[src/rtl/core/pjsd_pkg.sv]
// pjsd_pkg: shared constants and command/status types for the pair dissimilarity block
// no dependencies

package pjsd_pkg;

	localparam int AREA_BITS_DEF = 20;
	localparam int LOG_FRAC_BITS_DEF = 16;
	localparam int TOTAL_BITS = 28;
	localparam int OUT_FRAC_BITS = 16;
	localparam int OUT_BITS = 17;
	localparam int ACC_BITS = 64;
	localparam int MANT_BITS = 33;
	localparam logic [OUT_BITS-1:0] ONE_OUT = 17'd65536;

	typedef enum logic [1:0] {
		SEL_SUM = 2'd0,
		SEL_I   = 2'd1,
		SEL_J   = 2'd2
	} term_sel_t;

	typedef struct packed {
		logic      load;
		logic      log_start;
		logic      log_arg_s;
		term_sel_t sel;
		logic      acc_add;
		logic      acc_sub;
		logic      div_start;
		logic      acc_clear;
	} pjsd_cmd_t;

	typedef struct packed {
		logic log_done;
		logic div_done;
		logic last;
	} pjsd_sts_t;

endpackage

[src/rtl/core/pjsd_log2.sv]
// pjsd_log2: iterative fixed point log2, one squaring per cycle
// depends on pjsd_pkg

module pjsd_log2
	import pjsd_pkg::*;
#(
	parameter int LOG_FRAC_BITS = LOG_FRAC_BITS_DEF,
	parameter int X_BITS = TOTAL_BITS + 1
) (
	input  logic                                  clk,
	input  logic                                  arst_n,
	input  logic                                  start,
	input  logic [X_BITS-1:0]                     x,
	output logic                                  done,
	output logic [LOG_FRAC_BITS+$clog2(X_BITS)-1:0] result
);

	localparam int NW = $clog2(X_BITS);
	localparam int KW = $clog2(LOG_FRAC_BITS + 1);

	logic [MANT_BITS-1:0]     y_q;
	logic [LOG_FRAC_BITS-1:0] frac_q;
	logic [NW-1:0]            n_q;
	logic [KW-1:0]            k_q;
	logic                     busy_q;
	logic                     zero_q;

	logic [NW-1:0]            n_c;
	logic [MANT_BITS-1:0]     y_init;
	logic [2*MANT_BITS-1:0]   sq;
	logic [MANT_BITS-1:0]     ysq;

	always_comb begin
		n_c = '0;
		for (int b = 0; b < X_BITS; b++) begin
			if (x[b]) n_c = NW'(b);
		end
	end

	always_comb begin
		if (int'(n_c) <= 31) begin
			y_init = MANT_BITS'({32'd0, x} << (31 - int'(n_c)));
		end else begin
			y_init = MANT_BITS'(x >> (int'(n_c) - 31));
		end
	end

	assign sq  = y_q * y_q;
	assign ysq = MANT_BITS'(sq >> 31);

	always_ff @(posedge clk or negedge arst_n) begin
		if (!arst_n) begin
			busy_q <= 1'b0;
			done   <= 1'b0;
			k_q    <= '0;
			n_q    <= '0;
			zero_q <= 1'b1;
			y_q    <= '0;
			frac_q <= '0;
		end else begin
			done <= 1'b0;
			if (start) begin
				busy_q <= 1'b1;
				k_q    <= '0;
				n_q    <= n_c;
				zero_q <= (x == '0);
				y_q    <= y_init;
				frac_q <= '0;
			end else if (busy_q) begin
				if (ysq[32]) begin
					y_q    <= ysq >> 1;
					frac_q <= {frac_q[LOG_FRAC_BITS-2:0], 1'b1};
				end else begin
					y_q    <= ysq;
					frac_q <= {frac_q[LOG_FRAC_BITS-2:0], 1'b0};
				end
				k_q <= k_q + 1'b1;
				if (k_q == KW'(LOG_FRAC_BITS - 1)) begin
					busy_q <= 1'b0;
					done   <= 1'b1;
				end
			end
		end
	end

	assign result = zero_q ? '0 : {n_q, frac_q};

endmodule

[src/rtl/core/pjsd_div.sv]
// pjsd_div: radix-2 restoring divider of a 64 bit dividend by a 29 bit divisor
// depends on pjsd_pkg

module pjsd_div
	import pjsd_pkg::*;
(
	input  logic                   clk,
	input  logic                   arst_n,
	input  logic                   start,
	input  logic [ACC_BITS-1:0]    dividend,
	input  logic [TOTAL_BITS:0]    divisor,
	output logic                   done,
	output logic [ACC_BITS-1:0]    quotient
);

	logic [TOTAL_BITS+1:0] rem_q;
	logic [TOTAL_BITS:0]   dsr_q;
	logic [6:0]            cnt_q;
	logic                  busy_q;
	logic [TOTAL_BITS+1:0] shifted;

	assign shifted = {rem_q[TOTAL_BITS:0], quotient[ACC_BITS-1]};

	always_ff @(posedge clk or negedge arst_n) begin
		if (!arst_n) begin
			busy_q   <= 1'b0;
			done     <= 1'b0;
			cnt_q    <= '0;
			rem_q    <= '0;
			dsr_q    <= '0;
			quotient <= '0;
		end else begin
			done <= 1'b0;
			if (start) begin
				busy_q   <= 1'b1;
				cnt_q    <= '0;
				rem_q    <= '0;
				dsr_q    <= divisor;
				quotient <= dividend;
			end else if (busy_q) begin
				if (shifted >= {1'b0, dsr_q}) begin
					rem_q    <= shifted - {1'b0, dsr_q};
					quotient <= {quotient[ACC_BITS-2:0], 1'b1};
				end else begin
					rem_q    <= shifted;
					quotient <= {quotient[ACC_BITS-2:0], 1'b0};
				end
				cnt_q <= cnt_q + 1'b1;
				if (cnt_q == 7'(ACC_BITS - 1)) begin
					busy_q <= 1'b0;
					done   <= 1'b1;
				end
			end
		end
	end

endmodule

[src/rtl/core/pjsd_datapath.sv]
// pjsd_datapath: operand registers, log unit, term multiply, accumulator, divide, clamp
// depends on pjsd_pkg, pjsd_log2, pjsd_div

module pjsd_datapath
	import pjsd_pkg::*;
#(
	parameter int AREA_BITS = AREA_BITS_DEF,
	parameter int LOG_FRAC_BITS = LOG_FRAC_BITS_DEF
) (
	input  logic                  clk,
	input  logic                  arst_n,
	input  pjsd_cmd_t             cmd,
	output pjsd_sts_t             sts,
	input  logic [AREA_BITS-1:0]  area_i,
	input  logic [AREA_BITS-1:0]  area_j,
	input  logic [TOTAL_BITS-1:0] total_i,
	input  logic [TOTAL_BITS-1:0] total_j,
	input  logic                  last,
	output logic [OUT_BITS-1:0]   result
);

	localparam int XW = (AREA_BITS > TOTAL_BITS) ? AREA_BITS + 1 : TOTAL_BITS + 1;
	localparam int LW = LOG_FRAC_BITS + $clog2(XW);

	logic [AREA_BITS:0]    ai_q, aj_q, aij_q;
	logic [TOTAL_BITS:0]   ti_q, tj_q, tij_q;
	logic                  last_q;
	logic [LW-1:0]         la_q;
	logic [XW-1:0]         log_x;
	logic [LW-1:0]         log_r;
	logic [AREA_BITS:0]    a_sel;
	logic [TOTAL_BITS:0]   s_sel;
	logic signed [LW:0]    diff;
	logic signed [ACC_BITS-1:0] term;
	logic [ACC_BITS-1:0]   acc_q;
	logic [ACC_BITS-1:0]   quo;
	logic                  div_done;
	logic [ACC_BITS-1:0]   res_w;

	always_comb begin
		case (cmd.sel)
			SEL_I: begin
				a_sel = ai_q;
				s_sel = ti_q;
			end
			SEL_J: begin
				a_sel = aj_q;
				s_sel = tj_q;
			end
			default: begin
				a_sel = aij_q;
				s_sel = tij_q;
			end
		endcase
	end

	assign log_x = cmd.log_arg_s ? XW'(s_sel) : XW'(a_sel);

	pjsd_log2 #(.LOG_FRAC_BITS(LOG_FRAC_BITS), .X_BITS(XW)) u_log (
		.clk(clk), .arst_n(arst_n), .start(cmd.log_start), .x(log_x),
		.done(sts.log_done), .result(log_r)
	);

	assign diff = $signed({1'b0, la_q}) - $signed({1'b0, log_r});
	assign term = (a_sel == '0) ? '0 :
		ACC_BITS'($signed({1'b0, a_sel}) * diff);

	always_ff @(posedge clk or negedge arst_n) begin
		if (!arst_n) begin
			acc_q <= '0;
		end else if (cmd.acc_clear) begin
			acc_q <= '0;
		end else if (cmd.acc_add) begin
			acc_q <= acc_q + term;
		end else if (cmd.acc_sub) begin
			acc_q <= acc_q - term;
		end
	end

	always_ff @(posedge clk) begin
		if (cmd.load) begin
			ai_q   <= {1'b0, area_i};
			aj_q   <= {1'b0, area_j};
			aij_q  <= (AREA_BITS+1)'(area_i) + (AREA_BITS+1)'(area_j);
			ti_q   <= {1'b0, total_i};
			tj_q   <= {1'b0, total_j};
			tij_q  <= (TOTAL_BITS+1)'(total_i) + (TOTAL_BITS+1)'(total_j);
			last_q <= last;
		end
		if (sts.log_done && cmd.log_arg_s) la_q <= log_r;
	end

	pjsd_div u_div (
		.clk(clk), .arst_n(arst_n), .start(cmd.div_start), .dividend(acc_q),
		.divisor(tij_q), .done(div_done), .quotient(quo)
	);

	always_comb begin
		if (LOG_FRAC_BITS >= OUT_FRAC_BITS) begin
			res_w = quo >> (LOG_FRAC_BITS - OUT_FRAC_BITS);
		end else if (quo >= (64'd1 << 40)) begin
			res_w = ACC_BITS'(ONE_OUT);
		end else begin
			res_w = quo << (OUT_FRAC_BITS - LOG_FRAC_BITS);
		end
		if (tij_q == '0 || acc_q[ACC_BITS-1] || acc_q == '0) begin
			result = '0;
		end else if (res_w > ACC_BITS'(ONE_OUT)) begin
			result = ONE_OUT;
		end else begin
			result = OUT_BITS'(res_w);
		end
	end

	assign sts.div_done = div_done;
	assign sts.last     = last_q;

endmodule

[src/rtl/core/pjsd_ctrl.sv]
// pjsd_ctrl: sequencer for three terms per item and the final divide
// depends on pjsd_pkg

module pjsd_ctrl
	import pjsd_pkg::*;
(
	input  logic      clk,
	input  logic      arst_n,
	input  logic      in_valid,
	output logic      in_stall,
	output logic      out_valid,
	input  logic      out_stall,
	output pjsd_cmd_t cmd,
	input  pjsd_sts_t sts
);

	typedef enum logic [2:0] {
		ST_IDLE, ST_LOGA, ST_LOGS, ST_NEXT, ST_DIV, ST_OUT
	} state_t;

	state_t    state_q;
	term_sel_t sel_q;
	logic      div_go_q;

	always_comb begin
		cmd = '0;
		cmd.sel = sel_q;
		cmd.log_arg_s = (state_q == ST_LOGA);
		cmd.load = (state_q == ST_IDLE) && in_valid;
		cmd.div_start = div_go_q;
		in_stall = (state_q != ST_IDLE);
		out_valid = (state_q == ST_OUT);
		if (state_q == ST_NEXT) cmd.log_start = 1'b1;
		if (state_q == ST_LOGA && sts.log_done) cmd.log_start = 1'b1;
		if (state_q == ST_LOGS && sts.log_done) begin
			cmd.acc_sub = (sel_q == SEL_SUM);
			cmd.acc_add = (sel_q != SEL_SUM);
		end
		if (state_q == ST_OUT && !out_stall) cmd.acc_clear = 1'b1;
	end

	always_ff @(posedge clk or negedge arst_n) begin
		if (!arst_n) begin
			state_q  <= ST_IDLE;
			sel_q    <= SEL_SUM;
			div_go_q <= 1'b0;
		end else begin
			div_go_q <= 1'b0;
			case (state_q)
				ST_IDLE: begin
					if (in_valid) begin
						sel_q   <= SEL_SUM;
						state_q <= ST_NEXT;
					end
				end
				ST_NEXT: state_q <= ST_LOGA;
				ST_LOGA: if (sts.log_done) state_q <= ST_LOGS;
				ST_LOGS: begin
					if (sts.log_done) begin
						if (sel_q == SEL_J) begin
							if (sts.last) begin
								state_q  <= ST_DIV;
								div_go_q <= 1'b1;
							end else begin
								state_q <= ST_IDLE;
							end
						end else begin
							sel_q   <= (sel_q == SEL_SUM) ? SEL_I : SEL_J;
							state_q <= ST_NEXT;
						end
					end
				end
				ST_DIV: if (sts.div_done) state_q <= ST_OUT;
				ST_OUT: if (!out_stall) state_q <= ST_IDLE;
				default: state_q <= ST_IDLE;
			endcase
		end
	end

endmodule

[src/rtl/core/polygon_pair_js_dissimilarity.sv]
// polygon_pair_js_dissimilarity: top level, joins controller and datapath
// depends on pjsd_pkg, pjsd_ctrl, pjsd_datapath
//
// channel  direction  handshake              payload
// in       in         in_valid / in_stall    area_i area_j total_i total_j last
// out      out        out_valid / out_stall  dissimilarity
//
// one item takes six log2 passes, one launch state (ST_NEXT) per term and the accepting
// idle state; the shared log2 unit sets how long an item takes
// a last item adds the radix-2 divide, then holds until the transfer out
// reset clears the accumulator and returns the sequencer to idle
// input stalls from acceptance until the item, or its result, is finished

module polygon_pair_js_dissimilarity
	import pjsd_pkg::*;
#(
	parameter int AREA_BITS = AREA_BITS_DEF,
	parameter int LOG_FRAC_BITS = LOG_FRAC_BITS_DEF
) (
	input  logic                  clk,
	input  logic                  arst_n,
	input  logic                  in_valid,
	output logic                  in_stall,
	input  logic [AREA_BITS-1:0]  area_i,
	input  logic [AREA_BITS-1:0]  area_j,
	input  logic [TOTAL_BITS-1:0] total_i,
	input  logic [TOTAL_BITS-1:0] total_j,
	input  logic                  last,
	output logic                  out_valid,
	input  logic                  out_stall,
	output logic [OUT_BITS-1:0]   dissimilarity
);

	pjsd_cmd_t cmd;
	pjsd_sts_t sts;

	pjsd_ctrl u_ctrl (
		.clk(clk), .arst_n(arst_n), .in_valid(in_valid), .in_stall(in_stall),
		.out_valid(out_valid), .out_stall(out_stall), .cmd(cmd), .sts(sts)
	);

	pjsd_datapath #(.AREA_BITS(AREA_BITS), .LOG_FRAC_BITS(LOG_FRAC_BITS)) u_dp (
		.clk(clk), .arst_n(arst_n), .cmd(cmd), .sts(sts),
		.area_i(area_i), .area_j(area_j), .total_i(total_i), .total_j(total_j),
		.last(last), .result(dissimilarity)
	);

	a_one_hi: assert property (@(posedge clk) disable iff (!arst_n)
		dissimilarity <= ONE_OUT) else $error("result above one");
	a_no_both: assert property (@(posedge clk) disable iff (!arst_n)
		!(cmd.acc_add && cmd.acc_sub)) else $error("add and subtract together");
	a_busy_out: assert property (@(posedge clk) disable iff (!arst_n)
		out_valid |-> in_stall) else $error("input open while result waits");

endmodule

[config.mk]
export PLATFORM = sky130hd
export DESIGN_NAME = polygon_pair_js_dissimilarity
export DESIGN_NICKNAME = d
export VERILOG_FILES = /design/src/rtl/core/pjsd_pkg.sv /design/src/rtl/core/pjsd_log2.sv /design/src/rtl/core/pjsd_div.sv /design/src/rtl/core/pjsd_datapath.sv /design/src/rtl/core/pjsd_ctrl.sv /design/src/rtl/core/polygon_pair_js_dissimilarity.sv
export SDC_FILE = /design/constraint.sdc
export NUM_CORES = 2
export LEC_CHECK = 0
export BUFFER_PORTS_ARGS = -buffer_cell sky130_fd_sc_hd__buf_2
export CAP_MARGIN = 20
export CORE_ASPECT_RATIO = 1.1
export CORE_UTILIZATION = 45
export CTS_CLUSTER_DIAMETER = 30
export DETAILED_ROUTE_END_ITERATION = 10
export GPL_TIMING_DRIVEN = 0
export PLACE_DENSITY = 0.63
export SYNTH_ARGS = -nofsm -noshare
export SYNTH_HDL_FRONTEND = slang
export SYNTH_HIERARCHICAL = 1
export SYNTH_SLANG_ARGS = --single-unit
[constraint.sdc]
create_clock -name clk -period 17.7 [get_ports clk]
set_input_delay 0.885 -clock clk [delete_from_list [all_inputs] [get_ports clk]]
set_output_delay 0.885 -clock clk [all_outputs]
set_load 0.01 [all_outputs]
# Yosys cells after proc, flatten, opt, wreduce, memory -nomap -nowiden
# Cells that the tools add are included.
# word_totals
output_inout_bits,19
word_cells,162
register_bits,431
input_bits,101
# op_classes
shifts,1
mul,2
n_reduce_logical,21
n_lt_le_gt_ge,2
muxes,87
n_eq_ne,15
n_addsub,9
# op_table
operator,n
$mux 64,6
$mux 5,26
$mux 29,4
$mux 33,2
$add 64x64->64,1
$gt 64x17->1 const B,1
$logic_not 64->1,1
$mul 33x33->64,1
$sub 64x64->64,1
$logic_not 29->1,2
$pmux 29 s2,1
$mul 22x22->44,1
$pmux 21 s2,1
$mux 17,2
$shl 29x32->33,1
$mux 16,2
$mux 32,1
$ge 30x29->1,1
$add 28x28->29,1
$sub 29x29->29,1
$mux 3,8
$mux 1,22
$sub 21x21->22,1
$add 20x20->21,1
other kinds (27),48

# Longest topological paths before layout
# depth
word_depth,34
mapped_depth,59
ltp_nobuf,57

# By module
# The synthesis kept the hierarchy.
# modules_own_cells
module,area_each_um2,cells_each,seq_area_each_um2,n_inst
pjsd_log2,34518.1,3767,1552.7,1
pjsd_datapath,32906.6,3802,6646.4,1
pjsd_div,7438.4,800,3278.1,1
pjsd_ctrl,401.6,46,150.1,1

# Worst setup path after synthesis
# Ideal clock, no wire load.
# synth_path
path_kind,register to register
startpoint,register u_dp.u_log.zero_q
endpoint,register u_dp.acc_q[63]
setup_time_ps,72
t_arrival_ps,12811
required_time_ps,17628
path_stages_with_launch,56
path_buffers,3
slack_ps,4816
path_cell_list,dfstp_2 -> clkbuf_1 -> nor2b_1 -> inv_1 -> ha_1 -> nor2b_1 -> o21ai_0 -> a21boi_0 -> o21ai_0 -> a21boi_0 -> o21ai_0 -> a21boi_0 -> o21a_1 -> o21ai_0 -> a211oi_1 -> o31a_1 -> or3_1 -> clkbuf_1 -> [20 not listed] -> nand2_1 -> nand4_1 -> nor2_1 -> a21oi_1 -> xor2_1 -> ha_1 -> nand4_1 -> or3_1 -> o211ai_1 -> a21oi_1 -> o21ai_0 -> a21oi_1 -> o21ai_0 -> o211ai_1 -> nor3b_1 -> or3_1 -> o211a_1 -> nand4b_1
# synth_via
elab_chain_len,8
# synth_rtl
item,line_no,text
from (decl),pjsd_log2.sv:26,logic zero_q;
from (signal assigned),pjsd_log2.sv:66,zero_q <= (x == '0);
$mux 21 *,pjsd_log2.sv:86,"assign result = zero_q ? '0 : {n_q, frac_q};"
via u_dp.log_r[2],pjsd_datapath.sv:30,logic [LW-1:0] log_r;
$sub 21x21->22 *,pjsd_datapath.sv:64,"assign diff = $signed({1'b0, la_q}) - $signed({1'b0, log_r});"
$mul 22x22->44 *,pjsd_datapath.sv:66,"ACC_BITS'($signed({1'b0, a_sel}) * diff);"
$mux 64 *,pjsd_datapath.sv:65,assign term = (a_sel == '0) ? '0 :
$sub 64x64->64,pjsd_datapath.sv:76,acc_q <= acc_q - term;
$mux 64,pjsd_datapath.sv:75,end else if (cmd.acc_sub) begin
$mux 64 *,pjsd_datapath.sv:73,end else if (cmd.acc_add) begin
$mux 64 *,pjsd_datapath.sv:71,end else if (cmd.acc_clear) begin
to (signal assigned),pjsd_datapath.sv:74,acc_q <= acc_q + term;
to (signal assigned),pjsd_datapath.sv:76,
to (decl),pjsd_datapath.sv:35,logic [ACC_BITS-1:0] acc_q;
# Mark *: on every way through the listed nets, which the timed path passes. The rest lies on a longest branch. The select of a mux whose other input is x is not followed.
# A chain may end at the register's enable or synchronous reset.

# Final worst setup path
# Same ends and word-level chain as after synthesis.

==> metrics.txt <==
drt wl/cell=roughly 24 um; DRC viols=0; Initial Utilization=between 40% and 50%; CORE AREA=~0.17 mm2; CTS sink cnt=roughly 430; initial antenna violation count=33; TritonRoute pass-1 iters=6; first-pass GRT wire length=398,600 um; register area share after synthesis=~15%; most common flop cell mapped by yosys=dfrtp_1; WP data arrival=approximately 17 ns; max-cap viol count=0; clock slew seen by the registers of the worst setup and hold paths=0.05 ns; crit path launch type=register; Cells after Synth=about 8,400; Final setup viols=0; RSZ-0062 raised after global routing=false; Die Y=roughly 430 um; Post-Syn Area=~0.075 mm2; Post-CTS Hold Fix Bufs=0; run status=completed; routed wire length=266,100 um; fin crit share=92.43%; largest net degree at the start of global routing=119; nets=~11,000; H-tree Lvls=3; Clk Latency, worst-skew pair=0.73 ns; Async S/R FF share, synth=around three fifths; minimum clock period=16.36 ns; DIE WIDTH=391.9 um; drt via density=about 5.6; Post-Synth XOR/XNOR Area=under 10%; adder-cell share of the synthesized area=43.23%; Area growth syn-to-layout=10.55%; vias=around 62,000; Root Driver=clkbuf_16; Final Max Slew Viols=0; num ports=120; setup TNS=0 ns; die area=between 0.15 and 0.2 mm2; Netlist cell types=121; drt first-iter violations=5,622; YS warnings=6; worst-margin pin slew=1.253 ns; Final Skew=between 0.05 and 0.06 ns; Fillers=around 16,000; fmax=just over 0.06 GHz; synthesized area per cell=8.944 um2; Post-Synth Simple-Gate Area=between 10% and 20%; GRT Util Overall=31.82%; input/output buffers=about 120; slowest CP cell=nor3b_1; relative slew slack=16.44%; Synth Register Bits=approximately 430; number of synthesized flops with an enable pin=between 150 and 200; min-delay worst type=input pin to asynchronous set/reset pin; WHS=around 0.097 ns; Setup CP Type=register to register; Syn Nets=a little over 10,000; layout cells sized above 1=5.615%; gpl congestion=around 1.0; critical path's largest stage delay=approximately 0.85 ns; Routed Antenna Nets=0; mux share of post-synthesis cell area=roughly 2.7%; CTS tree=built; # rows=approximately 160; setup bufs post-CTS=0; largest family of logic cells by synthesized area=adder cells; final hold violation count=0; crit path max fanout=10; Setup crit end kind=register; clk buf depth=3; Inserted Clock Buffers=100; gr ovfl total=0; Post-DP HPWL=219,500 um; post_cts resized=0; number of global-route vias before repair=64,190; Compound-Gate Fraction of Synth Area=11.13%; Crit path required time=around 18 ns
==> synth_stat cells (21+ instances only) <==
library cell | count | area share, %
fa_1 | 1242 | 33
or3_1 | 27 | 0.22
a31oi_1 | 44 | 0.37
a21o_1 | 103 | 1.0
o21ai_0 | 321 | 2.1
edfxtp_1 | 168 | 6.7
mux2i_1 | 182 | 2.4
clkbuf_1 | 307 | 1.5
a21oi_1 | 327 | 2.2
dfrtp_1 | 262 | 8.7
xor2_1 | 84 | 0.98
nor2_1 | 466 | 2.3
nand4_1 | 48 | 0.40
a22oi_1 | 56 | 0.56
o21bai_1 | 28 | 0.28
a211oi_1 | 59 | 0.59
inv_1 | 1769 | 8.8
o211ai_1 | 25 | 0.25
nand2b_1 | 68 | 0.57
and3_1 | 38 | 0.32
ha_1 | 613 | 10
xnor2_1 | 156 | 1.8
and2_1 | 256 | 2.1
or2_2 | 21 | 0.17
o21a_1 | 61 | 0.61
nand3_1 | 77 | 0.51
nor2b_1 | 57 | 0.47
nor4_1 | 52 | 0.43
o21ai_1 | 57 | 0.38
nand2_1 | 1033 | 5.2
nor3_1 | 65 | 0.43
==> layout make-up <==
class | instances | area, um2 | area share [%]
Antenna cell | 19 | 47.55 | 0.05714
Multi-Input combinational cell | 5857 | 55620 | 66.85
Buffer | 352 | 1438 | 1.728
Inverter | 1775 | 6663 | 8.008
Tap cell | 2226 | 2785 | 3.347
Clock inverter | 74 | 947.2 | 1.138
Sequential cell | 431 | 11630 | 13.97
Clock buffer | 116 | 2653 | 3.188
Timing Repair Buffer | 175 | 1420 | 1.707
==> critical path: cells and delay by family, from the launching register on <==
family                   cells  cell delay, ns
flip-flops                   1            0.57
buffers and inverters        9            1.58
AND/OR/NAND/NOR             12            2.70
AO/OA/AOI/OAI               25            5.78
XOR/XNOR                     3            0.91
adder cells (fa/ha/maj)     10            4.70
==> placed cells by master (no fill, tap or decap), types with 77 or more instances in the layout <==
cell	netlist	routed
mux2i_1	182	182
nand2_1	1033	1033
a21o_1	103	103
o21ai_0	321	313
fa_1	1242	1242
and2_1	256	256
inv_1	1769	1769
ha_1	613	613
clkbuf_16	0	100
nand3_1	77	77
xor2_1	84	83
clkbuf_1	307	314
nor2_1	466	466
a21oi_1	327	327
xnor2_1	156	155
dfrtp_1	262	262
buf_2	13	131
edfxtp_1	168	168
==> through the flow <==
stage               area [um2]  util [%]  setup WS (ns)  instances
global placement         78650     47.32          1.773      10760
floorplan                75260         -          4.816       8415
CTS                      83090     50.00          1.688      11000
finish                   83200     50.07          1.340      11030
detailed placement       79490     47.83          1.747      10810
global route             83160     50.04         0.4929      11010
==> path summary, 6_finish.rpt <==
path	start	to	slack, ns	cells past startpoint
worst max register to register	u_dp/u_log/zero_q	u_dp/acc_q[63]	1.34	59
worst min register to register	u_dp/u_log/n_q[4]	u_dp/u_log/n_q[4]	0.47	1
min in group clk	last	u_dp/last_q	0.33	1
max in group asynchronous	arst_n	u_dp/u_div/quotient[7]	16.08	3
worst min-delay path	arst_n	u_dp/u_log/y_q[21]	0.1	1
worst max-delay path	u_dp/u_log/zero_q	u_dp/acc_q[63]	1.34	59
==> logic make-up after synthesis <==
logic type | after synthesis
AOI/OAI and AO/OA | 1295
xor gates and xnor gates | 242
adders and majority gates | 1855
buffers and inverters | 2127
DFF | 431
muxes | 195
and+or+nand+nor | 2270
==> metal layers <==
layer	routed length, um	GRT usage (%)	up-vias
li1	-	-	27280
met1	105500	41.16	31140
met2	119300	49.16	2878
met3	26880	8.896	713
met4	14170	15.09	34
met5	235	0	-
==> flip-flops by register name (all words and copies together) (netlist names), 28 cells and up <==
register	count
u_dp/tij_q	29
u_dp/u_div/dsr_q	29
u_dp/tj_q	28
u_dp/u_log/y_q	33
u_dp/u_div/quotient	64
u_dp/acc_q	64
u_dp/ti_q	28
u_dp/u_div/rem_q	29
Power is left out: the tool's default activity adds up to more than one toggle a clock period on the data nets, which glitch-free logic cannot reach.
